### src/rtl/core/sacn_pkg.sv
// Shared constants and helpers for the sACN data packet parser.
package sacn_pkg;

  // Default configuration
  localparam int UNIVERSE_COUNT_DEFAULT = 24;
  localparam int MAX_SLOTS_DEFAULT      = 512;

  // Field widths
  localparam int BYTE_W  = 8;
  localparam int LEN_W   = 16;
  localparam int UNIV_W  = 5;
  localparam int SLOT_W  = 9;
  localparam int COUNT_W = 10;

  // Byte positions within the datagram
  localparam logic [LEN_W-1:0] POS_ROOT_END = 16'd22;
  localparam logic [LEN_W-1:0] POS_CID_LO   = 16'd16;
  localparam logic [LEN_W-1:0] POS_CID_HI   = 16'd17;
  localparam logic [LEN_W-1:0] POS_FVEC_0   = 16'd40;
  localparam logic [LEN_W-1:0] POS_FVEC_2   = 16'd42;
  localparam logic [LEN_W-1:0] POS_FVEC_3   = 16'd43;
  localparam logic [LEN_W-1:0] POS_UNIV_HI  = 16'd113;
  localparam logic [LEN_W-1:0] POS_UNIV_LO  = 16'd114;
  localparam logic [LEN_W-1:0] POS_CNT_HI   = 16'd123;
  localparam logic [LEN_W-1:0] POS_CNT_LO   = 16'd124;
  localparam logic [LEN_W-1:0] POS_DATA     = 16'd126;
  localparam logic [LEN_W-1:0] MIN_LENGTH   = 16'd128;

  localparam logic [BYTE_W-1:0] FRAMING_VECTOR_LSB = 8'h02;

  // Expected root layer bytes: preamble, postamble, identifier, root vector
  function automatic logic [BYTE_W-1:0] root_expect(input logic [4:0] idx);
    logic [BYTE_W-1:0] e;
    case (idx)
      5'd1:    e = 8'h10;
      5'd4:    e = 8'h41; // A
      5'd5:    e = 8'h53; // S
      5'd6:    e = 8'h43; // C
      5'd7:    e = 8'h2d; // -
      5'd8:    e = 8'h45; // E
      5'd9:    e = 8'h31; // 1
      5'd10:   e = 8'h2e; // .
      5'd11:   e = 8'h31; // 1
      5'd12:   e = 8'h37; // 7
      5'd21:   e = 8'h04;
      default: e = 8'h00;
    endcase
    return e;
  endfunction

  // True when a byte at a position matches the required format
  function automatic logic byte_ok(input logic [LEN_W-1:0] pos,
                                   input logic [BYTE_W-1:0] b);
    logic ok;
    ok = 1'b1;
    if (pos < POS_ROOT_END) begin
      if (pos != POS_CID_LO && pos != POS_CID_HI) begin
        ok = (b == root_expect(pos[4:0]));
      end
    end else if (pos >= POS_FVEC_0 && pos <= POS_FVEC_2) begin
      ok = (b == '0);
    end else if (pos == POS_FVEC_3) begin
      ok = (b == FRAMING_VECTOR_LSB);
    end
    return ok;
  endfunction

endpackage

### src/rtl/core/sacn_dmx_packet_parser_top.sv
// sACN data packet parser: byte stream in, DMX slot words out.
//
// Takes one UDP payload byte per cycle while in_stall is low, first_byte
// marking a datagram start and packet_length sampled on it. The ACN root layer
// and framing vector are checked as bytes pass; for a datagram of at least
// 128 bytes whose universe (minus one) is below UNIVERSE_COUNT, each DMX
// slot byte from position 126 up to the property count (capped at
// MAX_SLOTS) and the datagram end yields one output word, last_slot set on
// the final one. One byte is accepted per cycle while in_stall is low; its
// word, if any, is registered into the output register, or into a
// one-word skid register while the output is stalled, so input continues;
// in_stall rises only when both are full.
module sacn_dmx_packet_parser_top #(
  parameter int UNIVERSE_COUNT = sacn_pkg::UNIVERSE_COUNT_DEFAULT,
  parameter int MAX_SLOTS      = sacn_pkg::MAX_SLOTS_DEFAULT
) (
  input  logic                         clk,
  input  logic                         rst,
  input  logic                         in_valid,
  output logic                         in_stall,
  input  logic [sacn_pkg::BYTE_W-1:0]  data_byte,
  input  logic                         first_byte,
  input  logic [sacn_pkg::LEN_W-1:0]   packet_length,
  output logic                         out_valid,
  input  logic                         out_stall,
  output logic [sacn_pkg::UNIV_W-1:0]  universe_index,
  output logic [sacn_pkg::SLOT_W-1:0]  slot_index,
  output logic [sacn_pkg::BYTE_W-1:0]  slot_value,
  output logic                         last_slot
);

  typedef struct packed {
    logic [sacn_pkg::UNIV_W-1:0] universe;
    logic [sacn_pkg::SLOT_W-1:0] slot;
    logic [sacn_pkg::BYTE_W-1:0] value;
    logic                        last;
  } slot_word_t;

  localparam logic [sacn_pkg::COUNT_W-1:0] SLOT_CAP = sacn_pkg::COUNT_W'(MAX_SLOTS);
  localparam logic [sacn_pkg::LEN_W-1:0]   UNIV_LIMIT = sacn_pkg::LEN_W'(UNIVERSE_COUNT);

  // Parser state
  logic [sacn_pkg::LEN_W-1:0]   byte_position, byte_position_next;
  logic                         packet_still_valid, packet_still_valid_next;
  logic [sacn_pkg::LEN_W-1:0]   length_latched, length_latched_next;
  logic [sacn_pkg::BYTE_W-1:0]  high_byte_latch, high_byte_latch_next;
  logic [sacn_pkg::LEN_W-1:0]   universe_latched, universe_latched_next;
  logic [sacn_pkg::COUNT_W-1:0] slot_count, slot_count_next;

  // Output register and skid register
  slot_word_t out_word;
  slot_word_t skid_word;
  logic       skid_valid;

  logic       in_take;
  logic       out_take;
  logic       res_valid;
  slot_word_t res_word;

  assign in_stall = skid_valid;
  assign in_take  = in_valid && !skid_valid;
  assign out_take = out_valid && !out_stall;

  // Per-byte parse step
  always_comb begin
    logic [sacn_pkg::LEN_W-1:0]   pos;
    logic [sacn_pkg::LEN_W-1:0]   len;
    logic                         ok;
    logic [sacn_pkg::BYTE_W-1:0]  hi;
    logic [sacn_pkg::LEN_W-1:0]   univ;
    logic [sacn_pkg::COUNT_W-1:0] cnt;
    logic [sacn_pkg::LEN_W-1:0]   v;
    logic [sacn_pkg::LEN_W-1:0]   k;

    if (first_byte) begin
      pos  = '0;
      len  = packet_length;
      ok   = (packet_length >= sacn_pkg::MIN_LENGTH);
      hi   = '0;
      univ = '0;
      cnt  = '0;
    end else begin
      pos  = byte_position;
      len  = length_latched;
      ok   = packet_still_valid;
      hi   = high_byte_latch;
      univ = universe_latched;
      cnt  = slot_count;
    end

    v = {hi, data_byte};
    k = pos - sacn_pkg::POS_DATA;

    byte_position_next      = pos;
    packet_still_valid_next = ok;
    length_latched_next     = len;
    high_byte_latch_next    = hi;
    universe_latched_next   = univ;
    slot_count_next         = cnt;
    res_valid               = 1'b0;
    res_word.universe       = univ[sacn_pkg::UNIV_W-1:0];
    res_word.slot           = k[sacn_pkg::SLOT_W-1:0];
    res_word.value          = data_byte;
    res_word.last           = (k + 16'd1 == {6'd0, cnt}) || (pos + 16'd1 == len);

    if (pos >= len) begin
      // past the datagram end: drop and hold position
      packet_still_valid_next = 1'b0;
    end else begin
      byte_position_next = pos + 16'd1;
      if (ok) begin
        if (!sacn_pkg::byte_ok(pos, data_byte)) begin
          packet_still_valid_next = 1'b0;
        end else if (pos == sacn_pkg::POS_UNIV_HI || pos == sacn_pkg::POS_CNT_HI) begin
          high_byte_latch_next = data_byte;
        end else if (pos == sacn_pkg::POS_UNIV_LO) begin
          universe_latched_next = (v != '0) ? v - 16'd1 : v;
        end else if (pos == sacn_pkg::POS_CNT_LO) begin
          slot_count_next = (v > {6'd0, SLOT_CAP}) ? SLOT_CAP
                                                  : v[sacn_pkg::COUNT_W-1:0];
        end else if (pos >= sacn_pkg::POS_DATA) begin
          res_valid = (k < {6'd0, cnt}) && (univ < UNIV_LIMIT);
        end
      end
    end
  end

  // State registers
  always_ff @(posedge clk) begin
    if (rst) begin
      byte_position      <= '0;
      packet_still_valid <= 1'b0;
      length_latched     <= '0;
      high_byte_latch    <= '0;
      universe_latched   <= '0;
      slot_count         <= '0;
    end else if (in_take) begin
      byte_position      <= byte_position_next;
      packet_still_valid <= packet_still_valid_next;
      length_latched     <= length_latched_next;
      high_byte_latch    <= high_byte_latch_next;
      universe_latched   <= universe_latched_next;
      slot_count         <= slot_count_next;
    end
  end

  // Output and skid control
  always_ff @(posedge clk) begin
    if (rst) begin
      out_valid  <= 1'b0;
      skid_valid <= 1'b0;
    end else if (skid_valid) begin
      if (out_take) begin
        skid_valid <= 1'b0;
      end
    end else if (in_take && res_valid) begin
      if (out_valid && !out_take) begin
        skid_valid <= 1'b1;
      end else begin
        out_valid <= 1'b1;
      end
    end else if (out_take) begin
      out_valid <= 1'b0;
    end
  end

  // Output and skid payload
  always_ff @(posedge clk) begin
    if (skid_valid) begin
      if (out_take) begin
        out_word <= skid_word;
      end
    end else if (in_take && res_valid) begin
      if (out_valid && !out_take) begin
        skid_word <= res_word;
      end else begin
        out_word <= res_word;
      end
    end
  end

  assign universe_index = out_word.universe;
  assign slot_index     = out_word.slot;
  assign slot_value     = out_word.value;
  assign last_slot      = out_word.last;

  // Checks
  a_skid_needs_out: assert property (@(posedge clk) disable iff (rst)
    skid_valid |-> out_valid)
    else $error("skid word held while output register empty");

  a_skid_drains: assert property (@(posedge clk) disable iff (rst)
    (skid_valid && !out_stall) |=> (out_valid && !skid_valid))
    else $error("skid word not moved to output register");

  a_valid_length: assert property (@(posedge clk) disable iff (rst)
    packet_still_valid |-> (length_latched >= sacn_pkg::MIN_LENGTH))
    else $error("short datagram marked valid");

  a_count_capped: assert property (@(posedge clk) disable iff (rst)
    slot_count <= SLOT_CAP)
    else $error("slot count above cap");

  a_universe_range: assert property (@(posedge clk) disable iff (rst)
    out_valid |-> ((UNIVERSE_COUNT > 32) || (int'(universe_index) < UNIVERSE_COUNT)))
    else $error("word for universe out of range");

endmodule

### config.mk
export PLATFORM = sky130hd
export DESIGN_NAME = sacn_dmx_packet_parser_top
export DESIGN_NICKNAME = d
export VERILOG_FILES = /design/src/rtl/core/sacn_pkg.sv /design/src/rtl/core/sacn_dmx_packet_parser_top.sv
export SDC_FILE = /design/constraint.sdc
export NUM_CORES = 1
export LEC_CHECK = 0
export BUFFER_PORTS_ARGS = -buffer_cell sky130_fd_sc_hd__buf_2
export CORE_AREA = 8 8 99 191
export CTS_BUF_LIST = sky130_fd_sc_hd__clkbuf_16
export DETAILED_ROUTE_END_ITERATION = 12
export DIE_AREA = 0 0 107 199
export PLACE_DENSITY = 0.68
export SLEW_MARGIN = 20
export SYNTH_ARGS = -nofsm -noshare
export SYNTH_HDL_FRONTEND = slang
export SYNTH_SLANG_ARGS = --single-unit
### constraint.sdc
create_clock -name clk -period 6.5 [get_ports clk]
set_input_delay 0.65 -clock clk [delete_from_list [all_inputs] [get_ports clk]]
set_output_delay 0.65 -clock clk [all_outputs]
set_load 0.05 [all_outputs]
Yosys cells after proc, flatten, opt, wreduce, memory -nomap -nowiden:

Memories as Yosys holds them, arrays and structs flattened.
Index checks and enable logic that the tools add are counted.

* add/subtract/negate cells: 4
* multipliers: 0
* divide/modulo/power cells: 0
* order comparisons: 9
* equal/unequal tests: 14
* shifts and indexed selects: 0
* muxes and demuxes: 55
* bitwise logic cells: 1
* reduce and logical (&&, ||, !) cells: 19

Operators by type and width (number)
* $mux 16: 10
* $mux 23: 4
* $mux 10: 8
* $mux 8: 9
* $eq 16x7->1 const B: 4
* $add 16x1->16 const B: 2
* $lt 16x5->1 const B: 2
* $ne 16x5->1 const B: 2
* $mux 1: 24
* $eq 16x10->1: 1
* $eq 16x16->1: 1
* $eq 16x6->1 const B: 1
* $ge 16x16->1: 1
* $ge 16x6->1 const B: 1
* $ge 16x7->1 const B: 1
* $ge 16x8->1 const B: 1
* $gt 16x10->1 const B: 1
* $le 16x6->1 const B: 1
* $lt 16x10->1: 1
* $reduce_bool 16->1: 1
* $sub 16x1->16 const B: 1
* $sub 16x7->16 const B: 1
* $reduce_and 3->1: 3
* $eq 8x2->1 const B: 1
* 9 further kinds: 20

* flip-flop bits (word level): 115
* bits in latches: 0
* bits in writable memories: 0
* ROM bits: 224
* bits of input ports: 29
* output and inout port bits: 25
* word-level logic and storage cells: 119
* memories: 1

Memories
* (name not given): words 32, bits a word 7, rd ports 1, clocked after memory_dff 0, write ports 0, line sacn_pkg.sv:34 `case (idx)`

Depth between registers and ports, before layout:

* depth after elaboration: 18
* mapped depth: 20
* gate-level depth less buffers: 12

Least setup slack after synthesis:

No wires, ideal clock.

* path type: input port to flip-flop
* start: input first_byte
* end: register skid_word[0] (netlist name) (enable)
* setup time: 403 ps
* arrival time: 6129 ps
* data required time: 6097 ps
* slack: -32 ps
* cell stages on the path: 19
* path buffers: 9
* cells stage by stage: clkbuf_1 > buf_2 > buf_2 > buf_2 > buf_1 > buf_2 > buf_2 > buf_1 > mux2i_1 > ha_1 > a21o_1 > a21oi_1 > a2111o_1 > a31oi_1 > or2_2 > clkbuf_1 > or4_4 > or4_4 > nor2_1

* longest elaborated chain between the ends: 16
* elaborated cells on any way between the ends: 45
* those cells by class: add/sub (1); order compare (7); eq/ne (8); mux (22); reduce/logical (6); memory (1)

RTL lines
* start, declared: line sacn_dmx_packet_parser_top.sv:22 `input logic first_byte,`
* branches (longest 13 deep; another with $sub 16x7->16)
* $mux 1 *: line sacn_dmx_packet_parser_top.sv:106 `if (pos >= len) begin`
* $logic_and 1x1->1 *: line sacn_dmx_packet_parser_top.sv:173 `end else if (in_take && res_valid) begin`
* $reduce_and 3->1 (no line) *
* end signal, assigned: line sacn_dmx_packet_parser_top.sv:175 `skid_word <= res_word;`
* end, declared: line sacn_dmx_packet_parser_top.sv:52 `slot_word_t skid_word;`

Mark *: on every way between the ends. The select of a mux whose other input is x is not followed.
A chain may end at the register's enable or synchronous reset.

==> qor_table.md <==
| Group | Quantity | This run |
|:---|:---|:---|
| clock tree | Worst-path clk slew | 60 ps |
| timing | Timing-limited maximum frequency | 0.2053 GHz |
| floorplan | Starting density of the core | 47.79% |
| final layout | Number of antenna cells inserted | 0 |
| power | Share of total power in sequential cells | 42.3% |
| timing | Final worst path period need | 4870 ps |
| critical path | Kind of start point of the critical path | flop |
| yosys | Most area-hungry cell type in the Yosys netlist | sky130_fd_sc_hd__dfxtp_1 |
| power | Switching portion of total power | 26.09% |
| yosys | Gate count after technology mapping | 922 |
| yosys | Part of the Yosys area used for sequential elements | 35.00% |
| clock tree | Library cell used as clock root buffer | sky130_fd_sc_hd__clkbuf_16 |
| power | P_int | 1.326 mW |
| floorplan | I/O pin count | 54 |
| yosys | Number of flops mapped to enable cells by yosys | 46 |
| power | Ratio of total power to cell area | 205.1 nW/µm² |
| yosys | Mean area per synthesized cell | 8.560 µm² |
| yosys | Total nets after synthesis | 979 |
| yosys | Yosys Warn Count | 0 |
| critical path | Kind of critical path | flop to flop |
| clock tree | TritonCTS clock tree | built |
| critical path | Largest driver fanout on the critical path | 20 |
| drt | Count of vias placed by the detailed router | 7183 |
| floorplan | Number of rows created at floorplan | 67 |
| floorplan | Horizontal die dimension | 107 µm |
| power | Combinational share of power | 9.1% |
| critical path | Data required time of the critical path | 6630 ps |
| power | Switching Power | 0.4681 mW |
| clock tree | Number of sinks handled by clock tree synthesis | 115 |
| run | Total of max-cap violations | 0 |
| global route | Antenna violations before repair | 0 |
| yosys | Post-synthesis sequential element count | 115 |
| critical path | Arrival time of data at the critical path endpoint | 5000 ps |
| yosys | Prevailing post-synth register cell | sky130_fd_sc_hd__dfxtp_1 |
| floorplan | Vertical die dimension | 199 µm |
| run status | Run status | finished, final reports clean |
| drt | Final wirelength | 23.64 mm |
| clock tree | Number of levels in the clock H-tree | 4 |
| yosys | Syn Std Cell Area | 7893 µm² |
| clock tree | Number of buffers added by the clock tree synthesis step | 17 |
| placed design | Count of input and output buffers | 53 |
| clock tree | Setup Buffers After CTS | 0 |
| clock tree | Worst-Skew Late Latency | 430 ps |
| timing | Number of slew-limit violations in the final report | 0 |
| drt | Number of search-and-repair iterations in the first detailed-routing pass | 6 |
| final layout | Area growth, synth to finish | 10.86% |
| global route | Global-route wire length before repair | 37.25 mm |
| clock tree | CTS resizes | 0 |
| timing | Unrepaired setup endpoints after global routing | false |
| timing | Clock tree skew after final layout | 10.46 ps |
| critical path | Critical path capture point type | flop |
| global route | Number of global-route vias before repair | 6711 |
| placed design | GPL Wtd Cong | 0.9224 |
| global route | Pin count of the biggest net entering global routing | 58 |
| placed design | Detailed Place HPWL | 16.72 mm |
| final layout | Count of fill cells added during filler insertion | 1538 |
| timing | Setup ws final | 1630 ps |
| power | Leakage power figure | 3.134 nW |
| floorplan | Die area | 21290 µm² |
| floorplan | Area of the core region | 16510 µm² |
| timing | Setup TNS after final layout | 0 ps |
| yosys | Distinct cell type count of the synthesized netlist | 86 |
| timing | Finish-stage setup viols | 0 |
| drt | Vias per cell | 6.208 |
| yosys | Proportion of synthesized flip-flops having asynchronous set or reset | 0% |
| drt | Number of DRC violations after detailed-routing iteration 0 | 541 |
| worst hold path | Min-Delay Path Class | flop to flop |
| yosys | Area share of the leading cell type in the synthesized netlist | 17.50% |
| timing | Actual transition at the worst max-transition pin | 916.6 ps |
| timing | Worst-case headroom to the max-slew limit | 38.12% |
| timing | Fin crit share | 74.92% |
| drt | Residual DRC | 0 |
| global route | Overflow left after global routing | 0 |
| power | Portion of total power attributed to the clock network | 48.6% |
| final layout | Fin nets | 994 |
| timing | Final Hold Vio Count | 0 |
| placed design | Post-placement worst setup slack | 1256 ps |
| drt | Antenna-violating nets left | 0 |
| yosys | Ranking of synthesized cells by area | sky130_fd_sc_hd__dfxtp_1 18%, sky130_fd_sc_hd__edfxtp_1 18%, sky130_fd_sc_hd__nand2_1 5.0% |
| drt | Average wire per cell in the routed design | 20.43 µm |
| global route | Global-route total usage across every layer | 22.49% |
| final layout | Layout cell share with drive strength beyond 1 | 14.84% |
| power | IR drop worst, VDD | 154.2 µV |
| clock tree | Hold buffer count at cts | 0 |
| clock tree | Maximum number of buffers from clock root to sink | 2 |
## per-stage QoR
step / total power [mW] / utilization [%] / instances / instance area, µm² / hold WS, ps
finish: 1.794 / 52.98 / 1157 / 8750 / 454.3
global route: 1.843 / 52.98 / 1157 / 8750 / 470.5
CTS: 1.800 / 52.98 / 1157 / 8750 / 456.2
detailed placement: 0.9339 / 49.69 / 1125 / 8205 / 440.0
global placement: 0.9315 / 49.69 / 1125 / 8205 / 443.2
floorplan: 0.8822 / - / 922 / 7895 / 424.7
## final timing paths
path	from	slack, ps	cells past startpoint	to
worst max-delay path	byte_position[2]	1630	11	slot_index[5]
worst min-delay path	universe_latched[0]	450	1	universe_latched[0]
worst min register to register	universe_latched[0]	450	1	universe_latched[0]
worst max register to register	byte_position[2]	1630	11	slot_index[5]
## cells by family (layout without fill, tap and decap cells)
family	count (synthesis)	count (layout)	synth area share [%]
XOR/XNOR	48	48	5.327
flip-flops	115	115	35.00
adder cells (fa/ha/maj)	28	28	4.439
multiplexers	33	33	4.470
buffers and inverters	96	124	5.390
AND/OR/NAND/NOR	360	360	24.65
AO/OA/AOI/OAI	242	242	20.72
## placed cells by master, fill, tap and decap left out, types with 17 or more instances in the layout
cell type and instances:
sky130_fd_sc_hd__nand3_1 17, sky130_fd_sc_hd__buf_2 52, sky130_fd_sc_hd__xnor2_1 28, sky130_fd_sc_hd__o21ai_0 46
sky130_fd_sc_hd__nand2_1 105, sky130_fd_sc_hd__nor4_1 17, sky130_fd_sc_hd__nor3_1 26, sky130_fd_sc_hd__buf_4 17
sky130_fd_sc_hd__ha_1 28, sky130_fd_sc_hd__a31oi_1 17, sky130_fd_sc_hd__a21oi_1 68, sky130_fd_sc_hd__clkbuf_16 17
sky130_fd_sc_hd__nor2b_1 25, sky130_fd_sc_hd__dfxtp_1 69, sky130_fd_sc_hd__mux2_2 18, sky130_fd_sc_hd__nand4_1 20
sky130_fd_sc_hd__edfxtp_1 46, sky130_fd_sc_hd__inv_1 25, sky130_fd_sc_hd__nor2_1 56, sky130_fd_sc_hd__xor2_1 20
## power by group through the flow
| stage | Sequential, mW | Clock (mW) | Combinational (mW) |
|---|---|---|---|
| 4_1_cts | 0.759 | 0.880 | 0.161 |
| 5_1_grt | 0.759 | 0.907 | 0.177 |
| 3_5_place_dp | 0.774 | 0 | 0.160 |
| 3_3_place_gp | 0.774 | 0 | 0.158 |
| 6_report | 0.759 | 0.872 | 0.163 |
| 2_1_floorplan | 0.772 | 0 | 0.110 |
## cell usage after synthesis (18+ instances only)
| cell type | number |
|---|---|
| sky130_fd_sc_hd__ha_1 | 28 |
| sky130_fd_sc_hd__xnor2_1 | 28 |
| sky130_fd_sc_hd__edfxtp_1 | 46 |
| sky130_fd_sc_hd__dfxtp_1 | 69 |
| sky130_fd_sc_hd__inv_1 | 22 |
| sky130_fd_sc_hd__xor2_1 | 20 |
| sky130_fd_sc_hd__a21oi_1 | 68 |
| sky130_fd_sc_hd__nor2b_1 | 25 |
| sky130_fd_sc_hd__nand4_1 | 20 |
| sky130_fd_sc_hd__o21ai_0 | 46 |
| sky130_fd_sc_hd__nor2_1 | 58 |
| sky130_fd_sc_hd__clkbuf_1 | 43 |
| sky130_fd_sc_hd__nand2_1 | 105 |
| sky130_fd_sc_hd__nor3_1 | 26 |
| sky130_fd_sc_hd__mux2_2 | 18 |
## per-layer routing
metal  global-route usage [%]  share of wire [%]  vias to the layer above
met5                        0                  0                        -
met4                    11.55                3.8                        0
met3                    3.407                5.9                       60
met2                    37.07                 49                      257
met1                    27.60                 41                     3427
li1                         -                  -                     3439
## worst max-delay path, stage by stage (launching register included)
cell	delay (ps)
sky130_fd_sc_hd__dfxtp_1	760
sky130_fd_sc_hd__and4_1	530
sky130_fd_sc_hd__mux2_2	370
sky130_fd_sc_hd__or2_2	340
sky130_fd_sc_hd__inv_1	230
sky130_fd_sc_hd__ha_1	300
sky130_fd_sc_hd__a21o_1	160
sky130_fd_sc_hd__a211oi_1	340
sky130_fd_sc_hd__nand4_1	150
sky130_fd_sc_hd__or4_4	480
sky130_fd_sc_hd__a21boi_2	580
sky130_fd_sc_hd__buf_4	320
## state kept, by name (all words and copies together) (netlist names)
| signal | cells |
|---|---|
| length_latched | 16 |
| universe_index | 5 |
| universe_latched | 16 |
| packet_still_valid | 1 |
| slot_index | 9 |
| slot_value | 8 |
| skid_word | 23 |
| byte_position | 16 |
| slot_count | 10 |
| out_valid | 1 |
| last_slot | 1 |
| in_stall | 1 |
| high_byte_latch | 8 |
## layout make-up
| type | count | area (µm²) | share of cell area [%] |
|---|---|---|---|
| clock inverter | 15 | 118.9 | 1.359 |
| inverter | 23 | 86.33 | 0.9867 |
| sequential | 115 | 2763 | 31.57 |
| tap | 207 | 259.0 | 2.960 |
| multi-input combinational | 711 | 4710 | 53.83 |
| timing repair buffer | 69 | 387.9 | 4.433 |
| clock buffer | 17 | 425.4 | 4.862 |
Power figures use the tool's default switching activity.
